<file path="config.mk">
export PLATFORM = sky130hd
export DESIGN_NAME = spcr_div_step
export DESIGN_NICKNAME = d
export VERILOG_FILES = /design/src/design/spcr_pkg.sv /design/src/design/spcr_div_step.sv
export SDC_FILE = /design/constraint.sdc
export NUM_CORES = 1
export LEC_CHECK = 0
export ABC_AREA = 1
export BUFFER_PORTS_ARGS = -buffer_cell sky130_fd_sc_hd__buf_2
export CORE_AREA = 2 2 89 91
export DETAILED_ROUTE_END_ITERATION = 8
export DIE_AREA = 0 0 91 93
export PLACE_DENSITY = 0.92
export SYNTH_ARGS = -nofsm -noshare
export SYNTH_HDL_FRONTEND = slang
export SYNTH_SLANG_ARGS = --single-unit
</file>
<file path="constraint.sdc">
create_clock -name vclk -period 2.8
set_clock_uncertainty 0.15 [all_clocks]
set_input_delay 0.56 -clock vclk [all_inputs]
set_output_delay 0.56 -clock vclk [all_outputs]
set_load 0.02 [all_outputs]
</file>
<file path="src/design/spcr_pkg.sv">
// ---------------------------------------------------------------------------
// spcr_pkg
// Types, widths and helpers shared by the shape pair collision core.
// ---------------------------------------------------------------------------
`timescale 1ns / 1ps

package spcr_pkg;

  typedef enum logic [1:0] {
    KIND_NONE   = 2'd0,
    KIND_BOX    = 2'd1,
    KIND_CIRCLE = 2'd2
  } kind_e;

  localparam int unsigned POS_W      = 24;
  localparam int unsigned HALF_W     = 22;
  localparam int unsigned DIFF_W     = 25;
  localparam int unsigned SUM_W      = 23;
  localparam int unsigned OVB_W      = 26;
  localparam int unsigned SQD_W      = 48;
  localparam int unsigned RS2_W      = 46;
  localparam int unsigned SQ_W       = 50;
  localparam int unsigned ROOT_W     = 25;
  localparam int unsigned SREM_W     = 28;
  localparam int unsigned OV_W       = 26;
  localparam int unsigned PROD_W     = 51;
  localparam int unsigned NUM_W      = 50;
  localparam int unsigned DEN_W      = 26;
  localparam int unsigned Q_W        = 26;
  localparam int unsigned DREM_W     = 27;
  localparam int unsigned EXT_W      = 28;
  localparam int unsigned SQRT_STEPS = 25;
  localparam int unsigned DIV_STEPS  = 26;

  localparam int unsigned IN_DATA_W  = 184;
  localparam int unsigned IN_USER_W  = 4;
  localparam int unsigned OUT_DATA_W = 96;
  localparam int unsigned OUT_USER_W = 2;

  // Pipeline stage map
  localparam int unsigned ST_IN    = 0;
  localparam int unsigned ST_OVL   = 1;
  localparam int unsigned ST_SEL   = 2;
  localparam int unsigned ST_SQ0   = 3;
  localparam int unsigned ST_SQN   = ST_SQ0 + SQRT_STEPS - 1;
  localparam int unsigned ST_OV    = ST_SQN + 1;
  localparam int unsigned ST_MUL   = ST_OV + 1;
  localparam int unsigned ST_NUM   = ST_MUL + 1;
  localparam int unsigned ST_DV0   = ST_NUM + 1;
  localparam int unsigned ST_DVN   = ST_DV0 + DIV_STEPS - 1;
  localparam int unsigned ST_OUT   = ST_DVN + 1;
  localparam int unsigned N_STAGES = ST_OUT + 1;

  typedef struct packed {
    logic                      box;
    logic                      circ;
    logic                      hit;
    logic                      degen;
    logic signed [POS_W-1:0]   ax;
    logic signed [POS_W-1:0]   ay;
    logic signed [POS_W-1:0]   bx;
    logic signed [POS_W-1:0]   by;
    logic signed [DIFF_W-1:0]  dx;
    logic signed [DIFF_W-1:0]  dy;
    logic [SUM_W-1:0]          rs;
    logic [SUM_W-1:0]          sx;
    logic [SUM_W-1:0]          sy;
    logic signed [OVB_W-1:0]   xov;
    logic signed [OVB_W-1:0]   yov;
    logic                      bhit;
    logic [SQD_W-1:0]          dx2;
    logic [SQD_W-1:0]          dy2;
    logic [RS2_W-1:0]          rs2;
    logic [SQ_W-1:0]           rad;
    logic [ROOT_W-1:0]         root;
    logic [SREM_W-1:0]         srem;
    logic signed [OV_W-1:0]    ov;
    logic [ROOT_W-1:0]         dlen;
    logic signed [PROD_W-1:0]  px;
    logic signed [PROD_W-1:0]  py;
    logic                      negx;
    logic                      negy;
    logic [NUM_W-1:0]          numx;
    logic [NUM_W-1:0]          numy;
    logic [DREM_W-1:0]         dremx;
    logic [DREM_W-1:0]         dremy;
    logic [Q_W-1:0]            qx;
    logic [Q_W-1:0]            qy;
  } stage_t;

  // Clamp a widened coordinate back into the Q15.8 range.
  function automatic logic signed [POS_W-1:0] sat_pos(input logic signed [EXT_W-1:0] v);
    logic signed [EXT_W-1:0] hi;
    logic signed [EXT_W-1:0] lo;
    hi = EXT_W'(signed'(24'sh7FFFFF));
    lo = EXT_W'(signed'(24'sh800000));
    if (v > hi) begin
      return 24'sh7FFFFF;
    end else if (v < lo) begin
      return 24'sh800000;
    end
    return POS_W'(v);
  endfunction

endpackage

</file>
<file path="src/design/spcr_div_step.sv">
// ---------------------------------------------------------------------------
// spcr_div_step
// One bit of a restoring unsigned division.
// ---------------------------------------------------------------------------
`timescale 1ns / 1ps

module spcr_div_step import spcr_pkg::*; (
  input  logic [DEN_W-1:0]  den_i,
  input  logic [NUM_W-1:0]  num_i,
  input  logic [DREM_W-1:0] drem_i,
  input  logic [Q_W-1:0]    q_i,
  output logic [NUM_W-1:0]  num_o,
  output logic [DREM_W-1:0] drem_o,
  output logic [Q_W-1:0]    q_o
);

  logic [DREM_W-1:0] cur;
  logic [DREM_W-1:0] den_ext;

  assign cur     = {drem_i[DREM_W-2:0], num_i[DIV_STEPS-1]};
  assign den_ext = {1'b0, den_i};
  assign num_o   = {num_i[NUM_W-2:0], 1'b0};

  always_comb begin
    if (cur >= den_ext) begin
      drem_o = cur - den_ext;
      q_o    = {q_i[Q_W-2:0], 1'b1};
    end else begin
      drem_o = cur;
      q_o    = {q_i[Q_W-2:0], 1'b0};
    end
  end

endmodule

</file>
Yosys cells after proc, flatten, opt, wreduce, memory -nomap -nowiden --
Index checks and enable logic that the tools add are counted.
Operators by class: reductions and logical operators 0, divide/modulo/power cells 0, bitwise operators 0, $lt $le $gt $ge 1, shift-type cells 0, add/subtract/negate cells 1, multiply operators 0, muxes and demuxes 2, eq/ne operators 0
Operators with widths (number):
- 27-bit by 26-bit greater-or-equal comparator with 1-bit output | 1
- 27-bit two-way mux | 1
- 27-bit by 26-bit subtractor with 27-bit output | 1
- 1-bit two-way mux | 1
Storage, ports and cells: bits in writable memories 0, word-level logic and storage cells 4, register bits after elaboration 0, output and inout port bits 103, memories 0, memory bits (read-only) 0, input port bits 129, bits in latches 0

Longest topological paths before layout --
Gate-level depths: netlist of run 1.
depth in word-level cells 2, gate-level depth with buffers 14, mapped depth without buffers 13

Worst setup path before layout of run 1 --
No wires, ideal clock.
path type input-to-output, start input port den_i[21], end output port drem_o[0], arrival time 2.157 ns, setup slack -0.067 ns, path buffers 1, stages 12, required time 2.090 ns, path through inv_1 -> ha_1 -> nand2_1 -> inv_1 -> nand2_1 -> nand2_1 -> nand2_1 -> nand2_1 -> a21oi_1 -> nand3_2 -> buf_6 -> o21ai_0
On the way: cells in the longest elaborated chain, start to end 2
RTL lines:
- start, declared | RTL line spcr_div_step.sv:8 | input logic [DEN_W-1:0] den_i,
- 27-bit by 26-bit greater-or-equal comparator with 1-bit output | RTL line spcr_div_step.sv:25 | if (cur >= den_ext) begin
- 27-bit two-way mux | RTL line spcr_div_step.sv:25
- end, declared | RTL line spcr_div_step.sv:13 | output logic [DREM_W-1:0] drem_o,
Every way passes these cells.

Worst setup path in the final report of run 1 --
start input port drem_i[12], end output port drem_o[20]
On the way: cells in the longest elaborated chain, start to end 2, elaborated cells between the ends (all ways) 3, classes of those cells add/sub (1); order compare (1); mux (1)
RTL lines:
- start, declared | RTL line spcr_div_step.sv:10 | input logic [DREM_W-1:0] drem_i,
- 27-bit by 26-bit subtractor with 27-bit output / 27-bit by 26-bit greater-or-equal comparator with 1-bit output (equally long branches) | RTL line spcr_div_step.sv:26, spcr_div_step.sv:25
- 27-bit two-way mux * | RTL line spcr_div_step.sv:25
Mark *: on every way between the ends. The rest lies on a longest branch, timed or not.

==> results.md, run 1 <==
* Outcome: finished with violations
* Violated checks: setup timing
* Core ar. at 7530 um2
* Syn-to-layout area delta at 64.4%
* Post-synthesis cell area at 3160 um2
* Share of cells above drive strength 1 at 58.9%
* Vias per cell at 5.53
* Dominant cell type by area after synthesis: nand2_1
* Vias at 4395
* Antenna violations before repair at 0
* Slowest-stage cell, CP: ha_4
* Fin nets at 851
* Remaining DRCs at 0
* CP top delay family: simple AND/OR/NAND/NOR gates
* Register area share after synthesis at 0%
* Die Span X at 91 um
* Clock buf count at 0
* Pin count of the biggest net entering global routing at 17
* Final setup viols at 28
* Worst hold slack at 0.970 ns
* Io pins at 232
* Final hold violations at 0
* Power density cells at 287 nW/um2
* Distinct cells, synth at 25
* Syn_nets at 760
* Die area at 8460 um2
* Startpoint Class: input pin
* Tcrit/Tclk final at 109%
* ANT cells at 0
* Chip height at 93 um
* Antenna-violating nets left at 0
* Post-CTS Hold Fix Bufs at 0
* Peak VDD IR at 0.126 mV
* Required time of the critical path at 2.09 ns
* Worst setup EP type: primary output
* Crit path time final at 3.06 ns
* Row Count at 32
* Post-DP HPWL at 7.54 mm
* Cells after Synth at 604
* Vias in the first global route at 4068
* GP Congestion at 0.927
* Max Cap Violations at 0
* First-pass GRT wire length at 18.8 mm
* Crit Path Category: in -> out
* Port bufs at 82
* Initial Util at 41.9%
* P_leak at 2.92 nW
* Pre-antenna DRT Iters at 7
* Class of the worst hold path: in -> out
* Syn avg cell area at 5.22 um2
* Unrepaired setup endpoints after global routing: yes
* Total of warnings raised by yosys at 0
* Area contributors post-synth: nand2_1 (28%), buf_4 (18%), inv_1 (14%)
* Critical Path AT at 2.35 ns
* Max Freq at 0.327 GHz
* Gr usage total at 27.1%
* Worst Path Max Fanout at 3
* Grt total ovfl at 0
* Post-Route WL at 14.8 mm
* WL per Instance at 18.7 um
* Final Slew Violations at 0
* Worst stage delay on the critical path at 0.29 ns
* Seq cells at 0
* Worst Path Buf+Inv at 4
* Synth top area share at 28.1%
* Fin Setup TNS at -5.08 ns
* First DRT Iteration DRCs at 430
* PnR worst setup slack at -0.257 ns
* CP cell instances: buf_2 -> ha_4 -> nand2_1 -> nor2_2 -> buf_4 -> inv_1 -> nor2_1 -> nand3b_1 -> nand3_2 -> nand2_2 -> nand3_2 -> nand2_2 -> buf_6
* Total area of sequential cells at 0 um2
## metrics by stage
stage	utilization (%)	setup WS (ns)	cells	area (um2)	total power (W)
detailed placement	48.0	-0.283	779	3610	0.000907
floorplan	-	0.0165	604	3160	0.000715
CTS	60.5	-0.0710	787	4550	0.00119
finish	68.9	-0.257	795	5190	0.00149
global placement	48.0	-0.290	779	3610	0.000891
global route	68.9	-0.295	795	5190	0.00155
## repair_timing
action,CTS,global route
pin swaps,40,54
gates cloned,1,2
buffers inserted,7,6
resized for setup,201,155
setup endpoints to repair,28,28
## final timing paths
check	startpoint	endpoint	slack [ns]	cells after the start
setup / recovery	drem_i[12]	drem_o[20]	-0.26	13
hold / removal	num_i[10]	num_o[11]	0.97	0
## cells in the mapped netlist (all sizes together)
master,instances
a21oi,15
and2,1
buf,80
clkinv,1
conb,1
fa,1
ha,26
inv,125
nand2,256
nand3,33
nand3b,5
nand4,5
nor2,35
nor3,2
o21ai,3
or2,2
xor2,13
## report_power, final
group | switching, W | total [W] | internal (W) | leakage, nW
combinational | 0.000815 | 0.00149 | 0.000673 | 2.92
clock | 0 | 0 | 0 | 0
sequential | 0 | 0 | 0 | 0
total | 0.000815 | 0.00149 | 0.000673 | 2.92
## layout by cell type (no fill, tap or decap), types with 8 or more instances in the layout
cell / Yosys / final
buf_2: 1 / 37
buf_4: 76 / 78
buf_6: 1 / 44
ha_4: 0 / 26
inv_1: 120 / 94
inv_2: 5 / 22
nand2_1: 236 / 132
nand2_2: 20 / 88
nand2_4: 0 / 35
nand3_1: 24 / 14
nand3_2: 9 / 15
nor2_1: 24 / 13
nor2_2: 8 / 8
nor2_4: 3 / 14
xor2_1: 13 / 11
## layer usage
metal | global-route usage, % | up-vias | routed length [um]
met5 | 0 | - | 0
met4 | 19.4 | 0 | 1420
met3 | 4.43 | 154 | 1540
met2 | 48.6 | 378 | 6770
met1 | 28.8 | 1977 | 5120
li1 | - | 1886 | -
## area by class of cell
| class | count | area [um2] |
|---|---|---|
| Multi-Input combinational cell | 398 | 3090 |
| Timing Repair Buffer | 169 | 1470 |
| Inverter | 126 | 503 |
| Tap cell | 102 | 128 |
| Fill cell | 554 | 2340 |
## cell families (layout without fill, tap and decap cells)
group / after synthesis / count (layout) / share of synthesized area (%)
buffers and inverters: 206 / 295 / 34.9
other: 1 / 1 / 0.119
XOR/XNOR: 13 / 13 / 3.61
AO/OA/AOI/OAI: 18 / 18 / 2.85
AND/OR/NAND/NOR: 339 / 339 / 47.6
adder cells (fa/ha/maj): 27 / 27 / 10.9
(Power assumes the default switching activity.)
==> run 2: changes to the inputs <==
SETUP_SLACK_MARGIN = 0.2   (was unset)
==> run 2 against run 1 <==
The run still ends with setup timing left; utilization is 6.0 points lower; critical path depth did not move; non-clock buffer count fell by 1; first-iteration DRC count down 52%; routed wire length shrank 34%; die area unchanged; sequential cell count stayed put; count of clock-buffer cells in the layout did not move; global-route usage fell by 5.5 points; critical endpoint is now drem_o[26]; largest power group unchanged.
==> results.md, run 2 (synthesized netlist as in run 1, its figures left out) <==
* Share of cells above drive strength 1 at 50.6% (was 58.9%)
* Row Count at 32 (unchanged)
* Net Sw Frac at 52.7% (was 54.8%)
* Max Cap Violations at 0 (unchanged)
* First DRT Iteration DRCs at 206 (was 430)
* Port bufs at 82 (unchanged)
* Fin nets at 850 (was 851)
* GP Congestion at 0.923 (was 0.927)
* Max Freq at 0.341 GHz (was 0.327 GHz)
* Worst setup EP type: primary output (unchanged)
* Combinational power share at 100.0% (about the same)
* P_leak at 2.69 nW (was 2.92 nW)
* Core ar. at 7530 um2 (unchanged)
* Antenna violations before repair at 0 (unchanged)
* Chip height at 93 um (unchanged)
* Worst Path Max Fanout at 6 (was 3)
* Setup WS pre-CTS at -0.248 ns (was -0.283 ns)
* Vias in the first global route at 3557 (was 4068)
* Crit. Startpoint: drem_i[24] (was drem_i[12])
* P_int at 0.000601 W (was 0.000673 W)
* Most frequent cells in the layout: nand2_1 (165), inv_1 (107), buf_4 (82), nand2_2 (76), buf_2 (53) (was nand2_1 (132), inv_1 (94), nand2_2 (88), buf_4 (78), buf_6 (44))
* Startpoint Class: input pin (unchanged)
* Grt total ovfl at 0 (unchanged)
* Crit path time final at 2.93 ns (was 3.06 ns)
* Crit Path Category: in -> out (unchanged)
* ANT cells at 0 (unchanged)
* Post-Route WL at 9.87 mm (was 14.8 mm)
* Remaining DRCs at 0 (unchanged)
* Pwr Total at 0.00127 W (was 0.00149 W)
* Post-DP HPWL at 7.53 mm (was 7.54 mm)
* Gr usage total at 21.6% (was 27.1%)
* Final hold violations at 0 (unchanged)
* Final setup viols at 27 (was 28)
* Final Non-Filler Cells at 794 (was 795)
* PnR worst setup slack at -0.134 ns (was -0.257 ns)
* Total area of sequential cells at 0 um2 (unchanged)
* Tcrit/Tclk final at 105% (was 109%)
* Placed insts at 784 (was 779)
* Post-layout utilization of the core at 62.9% (was 68.9%)
* Io pins at 232 (unchanged)
* Pin count of the biggest net entering global routing at 16 (was 17)
* Vias at 3638 (was 4395)
* Register share of total power at 0% (about the same)
* Fin area at 4740 um2 (was 5190 um2)
* Peak VDD IR at 0.147 mV (was 0.126 mV)
* Dpl cell area at 4150 um2 (was 3610 um2)
* Antenna-violating nets left at 0 (unchanged)
* Die Span X at 91 um (unchanged)
* Final Slew Violations at 0 (unchanged)
* Violated checks: setup timing (unchanged)
* Critical Path AT at 2.22 ns (was 2.35 ns)
* Die area at 8460 um2 (unchanged)
* Commonest non-fill, non-tap cell in the layout: nand2_1 (unchanged)
* Psw at 0.000669 W (was 0.000815 W)
* Vias per cell at 4.58 (was 5.53)
* Critical Path End: drem_o[26] (was drem_o[20])
* Required time of the critical path at 2.09 ns (about the same)
* Seq cells at 0 (unchanged)
* Power density cells at 268 nW/um2 (was 287 nW/um2)
* First-pass GRT wire length at 15.6 mm (was 18.8 mm)
* Clock power frac at 0% (about the same)
* Outcome: finished with violations (unchanged)
* Clock buf count at 0 (unchanged)
* Post-CTS Hold Fix Bufs at 0 (unchanged)
* Unrepaired setup endpoints after global routing: yes (unchanged)
* Initial Util at 41.9% (unchanged)
* WL per Instance at 12.4 um (was 18.7 um)
* Class of the worst hold path: in -> out (unchanged)
* Syn-to-layout area delta at 50.2% (was 64.4%)
* Pre-antenna DRT Iters at 4 (was 7)
==> run 2: cell types whose count changed in the layout (fill, tap and decap cells not counted), sizes merged <==
cell / before / now
buf: 167 / 166
==> run 2: worst min-delay path by stage <==
| stage | from | to | depth (start not counted) |
|---|---|---|---|
| after floorplan | num_i[9] | num_o[10] | 1 |
| final | num_i[26] | num_o[27] | 0 |
| after global routing | num_i[6] | num_o[7] | 0 |
| after global placement | num_i[12] | num_o[13] | 0 |
| after detailed placement | num_i[12] | num_o[13] | 0 |
| after CTS | num_i[12] | num_o[13] | 0 |
==> run 2: power groups by stage <==
stage / Clock [W] / Combinational (W) / Sequential [W]
finish: 0 / 0.00127 / 0
floorplan: 0 / 0.000834 / 0
global route: 0 / 0.00137 / 0
CTS: 0 / 0.00117 / 0
global placement: 0 / 0.00103 / 0
detailed placement: 0 / 0.00105 / 0
==> run 2: through the flow <==
stage               setup TNS, ns  hold slack (ns)
CTS                        -0.880            0.970
global placement            -3.94            0.970
global route                -4.98            0.970
floorplan                       0             1.08
finish                      -2.53            0.970
detailed placement          -4.69            0.970
==> run 2: repair_timing <==
item,CTS,global route
gates resized for setup,92,62
setup buffers,3,5
pin swaps,18,14
setup endpoints to repair,28,28
cloned,0,2
==> run 2: final cells by class <==
type / count / area, um2
Multi-Input combinational cell: 398 / 2800
Fill cell: 694 / 2790
Timing Repair Buffer: 168 / 1310
Inverter: 126 / 500
Tap cell: 102 / 128
==> run 2: layer usage <==
layer / share of wire, % / global-route usage [%]
met3: 4.7 / 1.29
met4: 1.2 / 5.05
met2: 52 / 40.6
met5: 0 / 0
met1: 42 / 26.9
==> run 2: critical path: stages <==
cell and delay [ns]:
buf_8 0.10, ha_4 0.29, inv_4 0.04, nor3_4 0.22
nand2_2 0.12, nor2_4 0.12, nand2_2 0.07, nand3_4 0.14
inv_8 0.07, buf_12 0.15, buf_6 0.11, a21oi_4 0.10
buf_6 0.13
