===== src/design/spcr_pkg.sv =====
// ---------------------------------------------------------------------------
// spcr_pkg
// Types, widths and helpers shared by the shape pair collision core.
// ---------------------------------------------------------------------------
`timescale 1ns / 1ps

package spcr_pkg;

  typedef enum logic [1:0] {
    KIND_NONE   = 2'd0,
    KIND_BOX    = 2'd1,
    KIND_CIRCLE = 2'd2
  } kind_e;

  localparam int unsigned POS_W      = 24;
  localparam int unsigned HALF_W     = 22;
  localparam int unsigned DIFF_W     = 25;
  localparam int unsigned SUM_W      = 23;
  localparam int unsigned OVB_W      = 26;
  localparam int unsigned SQD_W      = 48;
  localparam int unsigned RS2_W      = 46;
  localparam int unsigned SQ_W       = 50;
  localparam int unsigned ROOT_W     = 25;
  localparam int unsigned SREM_W     = 28;
  localparam int unsigned OV_W       = 26;
  localparam int unsigned PROD_W     = 51;
  localparam int unsigned NUM_W      = 50;
  localparam int unsigned DEN_W      = 26;
  localparam int unsigned Q_W        = 26;
  localparam int unsigned DREM_W     = 27;
  localparam int unsigned EXT_W      = 28;
  localparam int unsigned SQRT_STEPS = 25;
  localparam int unsigned DIV_STEPS  = 26;

  localparam int unsigned IN_DATA_W  = 184;
  localparam int unsigned IN_USER_W  = 4;
  localparam int unsigned OUT_DATA_W = 96;
  localparam int unsigned OUT_USER_W = 2;

  // Pipeline stage map
  localparam int unsigned ST_IN    = 0;
  localparam int unsigned ST_OVL   = 1;
  localparam int unsigned ST_SEL   = 2;
  localparam int unsigned ST_SQ0   = 3;
  localparam int unsigned ST_SQN   = ST_SQ0 + SQRT_STEPS - 1;
  localparam int unsigned ST_OV    = ST_SQN + 1;
  localparam int unsigned ST_MUL   = ST_OV + 1;
  localparam int unsigned ST_NUM   = ST_MUL + 1;
  localparam int unsigned ST_DV0   = ST_NUM + 1;
  localparam int unsigned ST_DVN   = ST_DV0 + DIV_STEPS - 1;
  localparam int unsigned ST_OUT   = ST_DVN + 1;
  localparam int unsigned N_STAGES = ST_OUT + 1;

  typedef struct packed {
    logic                      box;
    logic                      circ;
    logic                      hit;
    logic                      degen;
    logic signed [POS_W-1:0]   ax;
    logic signed [POS_W-1:0]   ay;
    logic signed [POS_W-1:0]   bx;
    logic signed [POS_W-1:0]   by;
    logic signed [DIFF_W-1:0]  dx;
    logic signed [DIFF_W-1:0]  dy;
    logic [SUM_W-1:0]          rs;
    logic [SUM_W-1:0]          sx;
    logic [SUM_W-1:0]          sy;
    logic signed [OVB_W-1:0]   xov;
    logic signed [OVB_W-1:0]   yov;
    logic                      bhit;
    logic [SQD_W-1:0]          dx2;
    logic [SQD_W-1:0]          dy2;
    logic [RS2_W-1:0]          rs2;
    logic [SQ_W-1:0]           rad;
    logic [ROOT_W-1:0]         root;
    logic [SREM_W-1:0]         srem;
    logic signed [OV_W-1:0]    ov;
    logic [ROOT_W-1:0]         dlen;
    logic signed [PROD_W-1:0]  px;
    logic signed [PROD_W-1:0]  py;
    logic                      negx;
    logic                      negy;
    logic [NUM_W-1:0]          numx;
    logic [NUM_W-1:0]          numy;
    logic [DREM_W-1:0]         dremx;
    logic [DREM_W-1:0]         dremy;
    logic [Q_W-1:0]            qx;
    logic [Q_W-1:0]            qy;
  } stage_t;

  // Clamp a widened coordinate back into the Q15.8 range.
  function automatic logic signed [POS_W-1:0] sat_pos(input logic signed [EXT_W-1:0] v);
    logic signed [EXT_W-1:0] hi;
    logic signed [EXT_W-1:0] lo;
    hi = EXT_W'(signed'(24'sh7FFFFF));
    lo = EXT_W'(signed'(24'sh800000));
    if (v > hi) begin
      return 24'sh7FFFFF;
    end else if (v < lo) begin
      return 24'sh800000;
    end
    return POS_W'(v);
  endfunction

endpackage


===== src/design/spcr_sqrt_step.sv =====
// ---------------------------------------------------------------------------
// spcr_sqrt_step
// One digit of a restoring integer square root: two radicand bits per step.
// ---------------------------------------------------------------------------
`timescale 1ns / 1ps

module spcr_sqrt_step import spcr_pkg::*; (
  input  logic [SQ_W-1:0]   rad_i,
  input  logic [ROOT_W-1:0] root_i,
  input  logic [SREM_W-1:0] srem_i,
  output logic [SQ_W-1:0]   rad_o,
  output logic [ROOT_W-1:0] root_o,
  output logic [SREM_W-1:0] srem_o
);

  logic [SREM_W-1:0] cur;
  logic [SREM_W-1:0] trial;

  assign cur   = {srem_i[SREM_W-3:0], rad_i[SQ_W-1 -: 2]};
  assign trial = {1'b0, root_i, 2'b01};
  assign rad_o = {rad_i[SQ_W-3:0], 2'b00};

  always_comb begin
    if (cur >= trial) begin
      srem_o = cur - trial;
      root_o = {root_i[ROOT_W-2:0], 1'b1};
    end else begin
      srem_o = cur;
      root_o = {root_i[ROOT_W-2:0], 1'b0};
    end
  end

endmodule


===== config.mk =====
export PLATFORM = sky130hd
export DESIGN_NAME = spcr_sqrt_step
export DESIGN_NICKNAME = d
export VERILOG_FILES = /design/src/design/spcr_pkg.sv /design/src/design/spcr_sqrt_step.sv
export SDC_FILE = /design/constraint.sdc
export NUM_CORES = 1
export LEC_CHECK = 0
export BUFFER_PORTS_ARGS = -buffer_cell sky130_fd_sc_hd__buf_4
export CORE_ASPECT_RATIO = 0.7
export CORE_MARGIN = 8
export CORE_UTILIZATION = 35
export DETAILED_ROUTE_END_ITERATION = 6
export PLACE_DENSITY = 0.8
export SYNTH_ARGS = -nofsm -noshare
export SYNTH_HDL_FRONTEND = slang
export SYNTH_SLANG_ARGS = --single-unit
export TNS_END_PERCENT = 10

===== constraint.sdc =====
create_clock -name vclk -period 3.1
set_input_delay 0.465 -clock vclk [all_inputs]
set_output_delay 0.465 -clock vclk [all_outputs]
set_load 0.01 [all_outputs]

# Yosys cells after proc, flatten, opt, wreduce, memory -nomap -nowiden
# Cells that the tools add are included.
# W data, S select, Z words.
[totals]
romBits = 0
ff_bits = 0
n_memories = 0
output_inout_bits = 103
word_cells = 4
latch_bits = 0
ram_bits = 0
[op_classes]
multipliers = 0
reduce_logical = 0
order_cmp = 1
eq_ne = 0
n_bitwise = 0
mux = 2
div = 0
shifts = 0
n_addsub = 1
[op_table]
columns = ["operator", "count"]
rows = [
  ["$ge A28 B27 Y1", 1],
  ["$mux W28", 1],
  ["$sub A28 B27 Y28", 1],
  ["$mux W1", 1],
]

# Longest topological paths before layout
# Gate-level depths: netlist of the first run.
[depth]
depth_word = 2
mapped_depth = 13
mapped_depth_nobuf = 10

# Worst setup path after synthesis of the first run
# Ideal clock, no wire load.
[synth_timing]
path_type = "input to output"
start = "input root_i[8]"
end = "output srem_o[23]"
path_slack_ns = -0.060
n_path_buf = 3
path_stages = 13
arrival_time_ns = 2.695
cell_sequence = "inv_1 ha_1 buf_2 and4_4 nand2_1 a211oi_2 nor3_2 o221ai_2 nor3_2 o31ai_2 buf_6 buf_12 mux2_4"
[synth_between]
elab_chain_len = 2
word_cells_on_any_way = 3
classes_between = "1 x add/sub; 1 x order compare; 1 x mux"
[synth_lines]
columns = ["element", "line", "source"]
rows = [
  ["from (decl)", "spcr_sqrt_step.sv:9", "input logic [ROOT_W-1:0] root_i,"],
  ["$sub A28 B27 Y28 or $ge A28 B27 Y1 (tied branches)", "spcr_sqrt_step.sv:25, spcr_sqrt_step.sv:24", ""],
  ["$mux W28 (*)", "spcr_sqrt_step.sv:24", "if (cur >= trial) begin"],
  ["to (decl)", "spcr_sqrt_step.sv:13", "output logic [SREM_W-1:0] srem_o"],
]
# Every way passes the cells marked *; elsewhere a longest branch is shown, timed or not.

# Final worst setup path of the first run
[layout_timing]
start = "input root_i[2]"
end = "output srem_o[19]"
# The elaborated chain is that of the path after synthesis.

==> impl_metrics.py, run 1 <==
metrics = {
    "power": {
        "p_switching_mw": 0.434,
        "p_comb_frac": 1.000,
        "seq_power_share": 0,
        "internal_power_mw": 0.585,
        "net_sw_frac": 0.426,
        "vdd_drop_max_v": 0.000151,
        "fin_total_pwr_mw": 1.02,
        "power.share.clock": 0,
        "power-per-cell-area_nw_per_um2": 253,
        "total_leakage_power_nw": 2.05,
    },
    "sta": {
        "report.final.slew_viol_count": 0,
        "timing.final.setup_violations": 28,
        "hold_slack_ns": 0.930,
        "max_freq_ghz": 0.304,
        "post-route-min-period_ns": 3.29,
        "final_clock_period_utilization_by_the_worst_path": 1.06,
        "rsz0062_at_grt": "true",
        "hold_viol_final": 0,
        "final.setup.worst_slack_ns": -0.187,
    },
    "finish": {
        "post_route_cells_drive_above_1_share": 0.590,
        "layout_sequential_cell_count": 0,
        "finish.cell_count_without_fillers": 556,
        "antenna_cells_inserted": 0,
        "sequential_cell_area_um2": 0,
        "final_nets": 590,
        "clock_buffer_count": 0,
        "flow.area_growth_from_synthesis_pct": 55.8,
        "fillers": 658,
    },
    "yosys": {
        "synth_top_family_by_area": "buffers and inverters",
        "synth_xor_area_frac": 0.0745,
        "yosysSeqAreaShare": 0,
        "syn_avg_cell_area_um2": 7.35,
        "total_of_warnings_raised_by_yosys": 0,
        "synth.cell_area_um2": 2590,
        "synth_compound_gate_area_share": 0.238,
        "muxShareOfSynthArea": 0.118,
        "synth_adder_area_share": 0.131,
        "netlist_instances": 352,
        "synth_simple_gate_area_share": 0.136,
        "synth_cell_type_count": 60,
    },
    "run_status": {
        "failed_checks": "negative setup slack",
        "run_status": "complete, but fails checks",
    },
    "drt": {
        "vias_per_cell": 5.04,
        "highest_metal_layer_with_signal_wires": "met4",
        "drt.antenna.violating_nets": 0,
        "wl_per_cell_um": 16.0,
        "wl_met2_um": 4210,
        "vias": 2805,
        "drc": 0,
        "routed-wl-met3_um": 743,
        "dr.pass1.iters": 4,
        "met1Wirelength_um": 3840,
        "drtIter0Drc": 117,
        "drt_wl_total_um": 8870,
    },
    "setup_path": {
        "endpoint_kind": "primary output",
        "criticalPathCategory": "in -> out",
        "critical_path_rt_ns": 2.63,
        "worstSetupStartpointType": "primary input",
        "arrival_ns": 2.82,
        "critPathLaunch": "root_i[2]",
        "critical_path.max_fanout": 3,
    },
    "hold_path": {
        "worstHoldPathType": "in -> out",
        "min_from": "rad_i[12]",
    },
    "placed_design": {
        "dp_cells": 540,
        "place_ws_ns": -0.301,
        "dp.final_hpwl_um": 6920,
        "place_congestion": 0.814,
        "buffer_ports.inserted": 106,
    },
    "global_route": {
        "grt.overflow.total": 0,
        "grt_antenna_before_repair": 0,
        "gr-usage-all-layers": 0.162,
        "grt_pass1_wl_um": 14500,
        "largest_net_degree_at_the_start_of_global_routing": 10,
        "first_global_vias": 3025,
    },
    "clock_network": {
        "quantity_of_hold_fixing_buffers_added_after_cts": 0,
    },
    "flow_run": {
        "cap_viol_max_count": 0,
    },
    "die": {
        "dieArea_um2": 10400,
        "die_height_um": 87.9,
        "pin_count": 206,
        "initial_utilization": 0.358,
        "design.core.area_um2": 7220,
        "die_w_um": 119,
        "num_rows": 26,
    },
}
==> cell families after synthesis <==
logic type / Yosys count
multiplexers: 26
adder cells (fa/ha/maj): 27
buffers and inverters: 124
AND/OR/NAND/NOR: 67
XOR/XNOR: 22
other: 1
AO/OA/AOI/OAI: 85
==> critical path, cell delays in order <==
cell,delay [ns]
buf_4,0.09
inv_2,0.04
ha_4,0.26
o21a_1,0.19
o22ai_2,0.13
o21ba_2,0.23
o21ai_1,0.24
a31oi_1,0.16
buf_4,0.17
o21a_1,0.16
a311o_1,0.31
mux2_4,0.28
buf_6,0.12
==> cells in the final DEF, fill, tap and decap left out, types with 3 or more instances in the layout <==
cell,instances
buf_4,152
nand4_1,3
and3_1,5
a21o_1,12
nor2_1,18
o21bai_1,7
ha_1,15
o211ai_1,4
a21oi_1,16
a211oi_1,5
nand2b_1,3
mux2_2,6
o21a_1,4
inv_1,26
nor3_1,3
buf_6,34
inv_4,3
nand2_1,13
o21ai_0,6
ha_4,12
a21oi_2,5
xnor2_1,20
inv_2,8
mux2_4,17
a31oi_1,4
==> cell type report <==
class,instances,area [um^2],area share
Inverter,38,155,0.0385
Multi-Input combinational cell,229,2120,0.527
Tap cell,98,123,0.0304
Timing Repair Buffer,191,1630,0.404
==> power groups by stage <==
stage | Combinational (mW) | Sequential [mW] | Clock, mW
floorplan | 0.550 | 0 | 0
global placement | 0.833 | 0 | 0
detailed placement | 0.850 | 0 | 0
CTS | 1.01 | 0 | 0
global route | 1.10 | 0 | 0
finish | 1.02 | 0 | 0
==> routing by layer <==
| layer | vias up | global-route usage |
|---|---|---|
| met4 | 0 | 0.0206 |
| met5 | - | 0 |
| met2 | 130 | 0.282 |
| li1 | 1365 | - |
| met1 | 1300 | 0.202 |
| met3 | 10 | 0.0438 |
==> synthesized netlist by cell type, types with 4 or more instances <==
master | n | area (um^2)
clkbuf_1 | 4 | 15.0
o21bai_1 | 7 | 52.6
mux2_4 | 4 | 60.1
xnor2_1 | 20 | 175
o21a_1 | 4 | 30.0
a21oi_1 | 21 | 105
nor2_1 | 18 | 67.6
o211ai_1 | 4 | 30.0
a21o_1 | 12 | 90.1
buf_4 | 77 | 578
a31oi_1 | 4 | 25.0
o21ai_0 | 7 | 35.0
and3_1 | 5 | 31.3
ha_1 | 27 | 338
mux2_2 | 19 | 214
inv_1 | 37 | 139
nand2_1 | 15 | 56.3
a211oi_1 | 6 | 45.0
==> worst paths after layout <==
check / to / slack [ns] / cells past startpoint
max: srem_o[19] / -0.19 / 13
min: rad_o[14] / 0.93 / 0
==> through the flow <==
stage	util	area, um^2	setup TNS, ns
after floorplan	-	2660	0
after global placement	0.481	3470	-4.52
after detailed placement	0.481	3470	-6.33
after CTS	0.552	3980	-3.51
after global routing	0.558	4030	-6.56
final	0.558	4030	-3.51
==> what timing repair did <==
action                     4_1_cts  5_1_grt
cloned                           3        0
gates resized for setup         82       13
buffers inserted                10        4
setup endpoints to repair       29       29
pin swaps                       16       17
Power figures use the tool's default switching activity.
==> inputs of run 2 (changes only) <==
- CORE_ASPECT_RATIO: 0.7 -> 1.1
==> run 2 against run 1 <==
Against the previous run:
- the run still ends with negative setup slack left
- combinational power hardly changed
- die area fell by 0.38%
- utilization fell by 3.0 points
- non-clock buffer count decreased by 23
- first-iteration DRC count decreased by 35%
- clock-buffer cell count stayed put
- total power shrank 3.1%
- final cell count down 6.1%
- sequential cell count did not move
- wire length is 7.9% lower
- worst hold slack about the same
- sequential share of layout area unchanged
==> impl_metrics.py, run 2 (synthesized netlist as in run 1, its figures left out) <==
metrics = {
    "die": {
        "num_rows": 33,
        "pin_count": 206,
        "initial_utilization": 0.354,
        "die_w_um": 98.0,
        "design.core.area_um2": 7310,
        "dieArea_um2": 10400,
        "die_height_um": 106,
    },
    "finish": {
        "sequential_cell_area_um2": 0,
        "multi_input_comb_area_um2": 2200,
        "layout_sequential_cell_count": 0,
        "most_frequent_standard_cell_in_the_layout_excluding_fill_and_tap_cells": "buf_4",
        "flow.area_growth_from_synthesis_pct": 49.3,
        "fillers": 668,
        "final_nets": 567,
        "antenna_cells_inserted": 0,
        "post_route_cells_drive_above_1_share": 0.579,
        "leading_cell_types_in_the_layout_fill_and_taps_excluded": "buf_4 (136), buf_6 (30), inv_1 (25)",
        "final_core_density": 0.529,
        "clock_buffer_count": 0,
    },
    "setup_path": {
        "arrival_ns": 2.82,
        "worstSetupStartpointType": "primary input",
        "critical_path_rt_ns": 2.63,
        "critical_path.max_fanout": 3,
        "crit_end": "srem_o[27]",
        "critPathLaunch": "root_i[18]",
        "criticalPathCategory": "in -> out",
        "endpoint_kind": "primary output",
    },
    "sta": {
        "max_freq_ghz": 0.304,
        "setup_total_negative_slack_ns": -2.11,
        "report.final.slew_viol_count": 0,
        "final_clock_period_utilization_by_the_worst_path": 1.06,
        "timing.final.setup_violations": 26,
        "post-route-min-period_ns": 3.28,
        "hold_slack_ns": 0.930,
        "rsz0062_at_grt": "true",
        "hold_viol_final": 0,
        "final.setup.worst_slack_ns": -0.185,
    },
    "power": {
        "net_sw_frac": 0.426,
        "power.share.clock": 0,
        "power-per-cell-area_nw_per_um2": 255,
        "seq_power_share": 0,
        "internal_power_mw": 0.566,
        "vdd_drop_max_v": 0.000130,
        "fin_total_pwr_mw": 0.987,
        "p_switching_mw": 0.421,
        "p_comb_frac": 1.000,
        "total_leakage_power_nw": 1.93,
    },
    "hold_path": {
        "worstHoldPathType": "in -> out",
    },
    "placed_design": {
        "place_ws_ns": -0.270,
        "dp.final_hpwl_um": 6530,
        "buffer_ports.inserted": 106,
        "place_congestion": 0.823,
    },
    "drt": {
        "vias": 2657,
        "wl_per_cell_um": 15.6,
        "dr.pass1.iters": 4,
        "drc": 0,
        "drtIter0Drc": 76,
        "drt_wl_total_um": 8170,
        "vias_per_cell": 5.09,
        "drt.antenna.violating_nets": 0,
    },
    "flow_run": {
        "cap_viol_max_count": 0,
    },
    "run_status": {
        "run_status": "complete, but fails checks",
        "failed_checks": "negative setup slack",
    },
    "global_route": {
        "largest_net_degree_at_the_start_of_global_routing": 22,
        "grt.overflow.total": 0,
        "grt_antenna_before_repair": 0,
        "first_global_vias": 2793,
        "gr-usage-all-layers": 0.138,
        "grt_pass1_wl_um": 12600,
    },
    "clock_network": {
        "quantity_of_hold_fixing_buffers_added_after_cts": 0,
    },
}
-- run 2: repair_timing --
| item | CTS | global route |
|---|---|---|
| resized for setup | 27 | 70 |
| pin swaps | 3 | 3 |
| endpoints found under the setup margin | 28 | 28 |
| setup buffers | 0 | 3 |
-- run 2: per-layer routing --
layer,GRT usage,part of all wire
met1,0.153,0.41
met2,0.268,0.52
met3,0.0261,0.059
met4,0.0201,0.0091
met5,0,0
-- run 2: power groups by stage --
stage	Combinational (mW)	Sequential [mW]	Clock, mW
2_1_floorplan	0.550	0	0
4_1_cts	0.868	0	0
3_5_place_dp	0.830	0	0
5_1_grt	1.06	0	0
6_report	0.987	0	0
3_3_place_gp	0.814	0	0
-- run 2: area by class of cell --
| cell class | instances | share of cell area |
|---|---|---|
| inverters | 38 | 0.0408 |
| repair buffers | 168 | 0.361 |
| well taps | 87 | 0.0282 |
| multi-input cells | 229 | 0.570 |
-- run 2: worst min path at each step --
stage	start	to	slack, ns	cells after the start
6_report	rad_i[8]	rad_o[10]	0.93	0
3_3_place_gp	rad_i[22]	rad_o[24]	0.93	0
4_1_cts	rad_i[22]	rad_o[24]	0.93	0
2_1_floorplan	rad_i[8]	rad_o[10]	1.02	1
5_1_grt	rad_i[20]	rad_o[22]	0.93	0
3_5_place_dp	rad_i[22]	rad_o[24]	0.93	0
-- run 2: per-stage QoR --
step	std cells	cell area, um^2
finish	522	3860
global route	522	3860
CTS	519	3540
detailed placement	519	3390
global placement	519	3390
floorplan	353	2660
-- run 2: worst max-delay path, stage by stage --
cell and delay [ns]:
buf_4 0.08, inv_1 0.03, ha_1 0.32, buf_4 0.15, a21o_1 0.20, a21o_1 0.19, a21oi_1 0.17, o21ai_0 0.11
a221o_1 0.37, nand2b_1 0.17, o221a_2 0.24, a21o_1 0.17, buf_4 0.14
==> inputs of run 3 (changes only) <==
- RECOVER_POWER: default -> 100
==> run 3 against run 2 <==
Against the previous run:
- the run still ends with negative setup slack left
- die area is the same
- wire length grew 0.26%
- critical path depth is the same
- via count grew 0.34%
- sequential cell count is the same
- global-route usage is the same
- utilization shrank 1.2 points
- worst hold slack is the same
- fmax is essentially flat
- final cell count is the same
==> impl_metrics.py, run 3 (synthesized netlist as in run 1, its figures left out) <==
metrics = {
    "sta": {
        "max_freq_ghz": 0.304,
        "post-route-min-period_ns": 3.29,
        "rsz0062_at_grt": "true",
        "hold_viol_final": 0,
        "final_clock_period_utilization_by_the_worst_path": 1.06,
        "timing.final.setup_violations": 26,
        "final.setup.worst_slack_ns": -0.186,
        "report.final.slew_viol_count": 0,
    },
    "die": {
        "die_height_um": 106,
        "pin_count": 206,
        "dieArea_um2": 10400,
        "die_w_um": 98.0,
        "initial_utilization": 0.354,
        "num_rows": 33,
        "design.core.area_um2": 7310,
    },
    "placed_design": {
        "place_ws_ns": -0.270,
        "dp_cells": 519,
        "dp.final_hpwl_um": 6530,
        "buffer_ports.inserted": 106,
        "place_congestion": 0.823,
    },
    "power": {
        "vdd_drop_max_v": 0.000128,
        "total_leakage_power_nw": 1.85,
        "power-per-cell-area_nw_per_um2": 258,
        "net_sw_frac": 0.432,
        "p_comb_frac": 1.000,
        "power.share.clock": 0,
        "seq_power_share": 0,
        "p_switching_mw": 0.420,
        "internal_power_mw": 0.553,
    },
    "finish": {
        "layout_sequential_cell_count": 0,
        "multi_input_comb_area_um2": 2200,
        "leading_cell_types_in_the_layout_fill_and_taps_excluded": "buf_4 (113), buf_6 (30), inv_1 (25)",
        "final_nets": 567,
        "post_route_cells_drive_above_1_share": 0.526,
        "most_frequent_standard_cell_in_the_layout_excluding_fill_and_tap_cells": "buf_4",
        "flow.area_growth_from_synthesis_pct": 46.0,
        "sequential_cell_area_um2": 0,
        "fillers": 696,
        "antenna_cells_inserted": 0,
        "clock_buffer_count": 0,
        "finish.cell_count_without_fillers": 522,
    },
    "drt": {
        "vias": 2666,
        "drc": 0,
        "wl_per_cell_um": 15.7,
        "dr.pass1.iters": 4,
        "drt_wl_total_um": 8190,
        "drtIter0Drc": 80,
        "drt.antenna.violating_nets": 0,
        "vias_per_cell": 5.11,
    },
    "global_route": {
        "gr-usage-all-layers": 0.138,
        "largest_net_degree_at_the_start_of_global_routing": 22,
        "grt_antenna_before_repair": 0,
        "first_global_vias": 2793,
        "grt.overflow.total": 0,
        "grt_pass1_wl_um": 12600,
    },
    "setup_path": {
        "criticalPathCategory": "in -> out",
        "crit_path_max_incr_delay_ns": 0.37,
        "critical_path.max_fanout": 3,
        "max_stage_delay_cell_worst_path": "a221o_1",
        "critical_path_rt_ns": 2.63,
        "endpoint_kind": "primary output",
        "cp_cell_sequence": "buf_4 -> inv_1 -> ha_1 -> buf_4 -> a21o_1 -> a21o_1 -> a21oi_1 -> o21ai_0 -> a221o_1 -> nand2b_1 -> o221a_2 -> a21o_1 -> buf_4",
        "worstSetupStartpointType": "primary input",
        "arrival_ns": 2.82,
    },
    "run_status": {
        "run_status": "complete, but fails checks",
        "failed_checks": "negative setup slack",
    },
    "clock_network": {
        "quantity_of_hold_fixing_buffers_added_after_cts": 0,
    },
    "flow_run": {
        "cap_viol_max_count": 0,
    },
    "hold_path": {
        "worstHoldPathType": "in -> out",
    },
}
## run 3: changes by cell type in the layout (fill, tap and decap cells not counted)
cell / change
buf_4: -23
clkbuf_1: +23
## run 3: final cells by class
type / instances / share of cell area
multi-input cells: 229 / 0.583
repair buffers: 168 / 0.346
inverters: 38 / 0.0417
well taps: 87 / 0.0288
## run 3: power groups by stage
stage          logic [mW]  clock network, mW  registers [mW]
2_1_floorplan       0.550                  0               0
3_3_place_gp        0.814                  0               0
3_5_place_dp        0.830                  0               0
4_1_cts             0.868                  0               0
5_1_grt              1.05                  0               0
6_report            0.974                  0               0
## run 3: final timing paths
kind        from          to  slack [ns]  cells after the start
max   root_i[18]  srem_o[27]       -0.19                     13
min     rad_i[8]   rad_o[10]        0.93                      0
## run 3: what timing repair did
item	CTS	global route
pin swaps	3	3
endpoints found under the setup margin	28	28
setup buffers	0	3
gates resized for setup	27	70
## run 3: layer usage
layer	up-vias	part of all wire	global-route usage
met1	1249	0.41	0.153
met3	12	0.057	0.0261
met2	91	0.52	0.268
met4	0	0.0090	0.0201
li1	1314	-	-
met5	-	0	0
## run 3: critical path: cells and delay by family
kind	cells	cell delay (ns)
compound gates	7	1.45
buf+inv	4	0.40
simple gates	1	0.17
fa+ha+maj	1	0.32
## run 3: through the flow
step           total power, mW  setup TNS, ns  hold WS [ns]  utilization  area [um^2]
5_1_grt                   1.05          -5.07         0.930        0.517         3780
4_1_cts                  0.868          -3.28         0.930        0.485         3540
3_5_place_dp             0.830          -6.61         0.930        0.463         3390
3_3_place_gp             0.814          -5.33         0.930        0.463         3390
6_report                 0.974          -2.01         0.930        0.517         3780
2_1_floorplan            0.550              0          1.02            -         2660
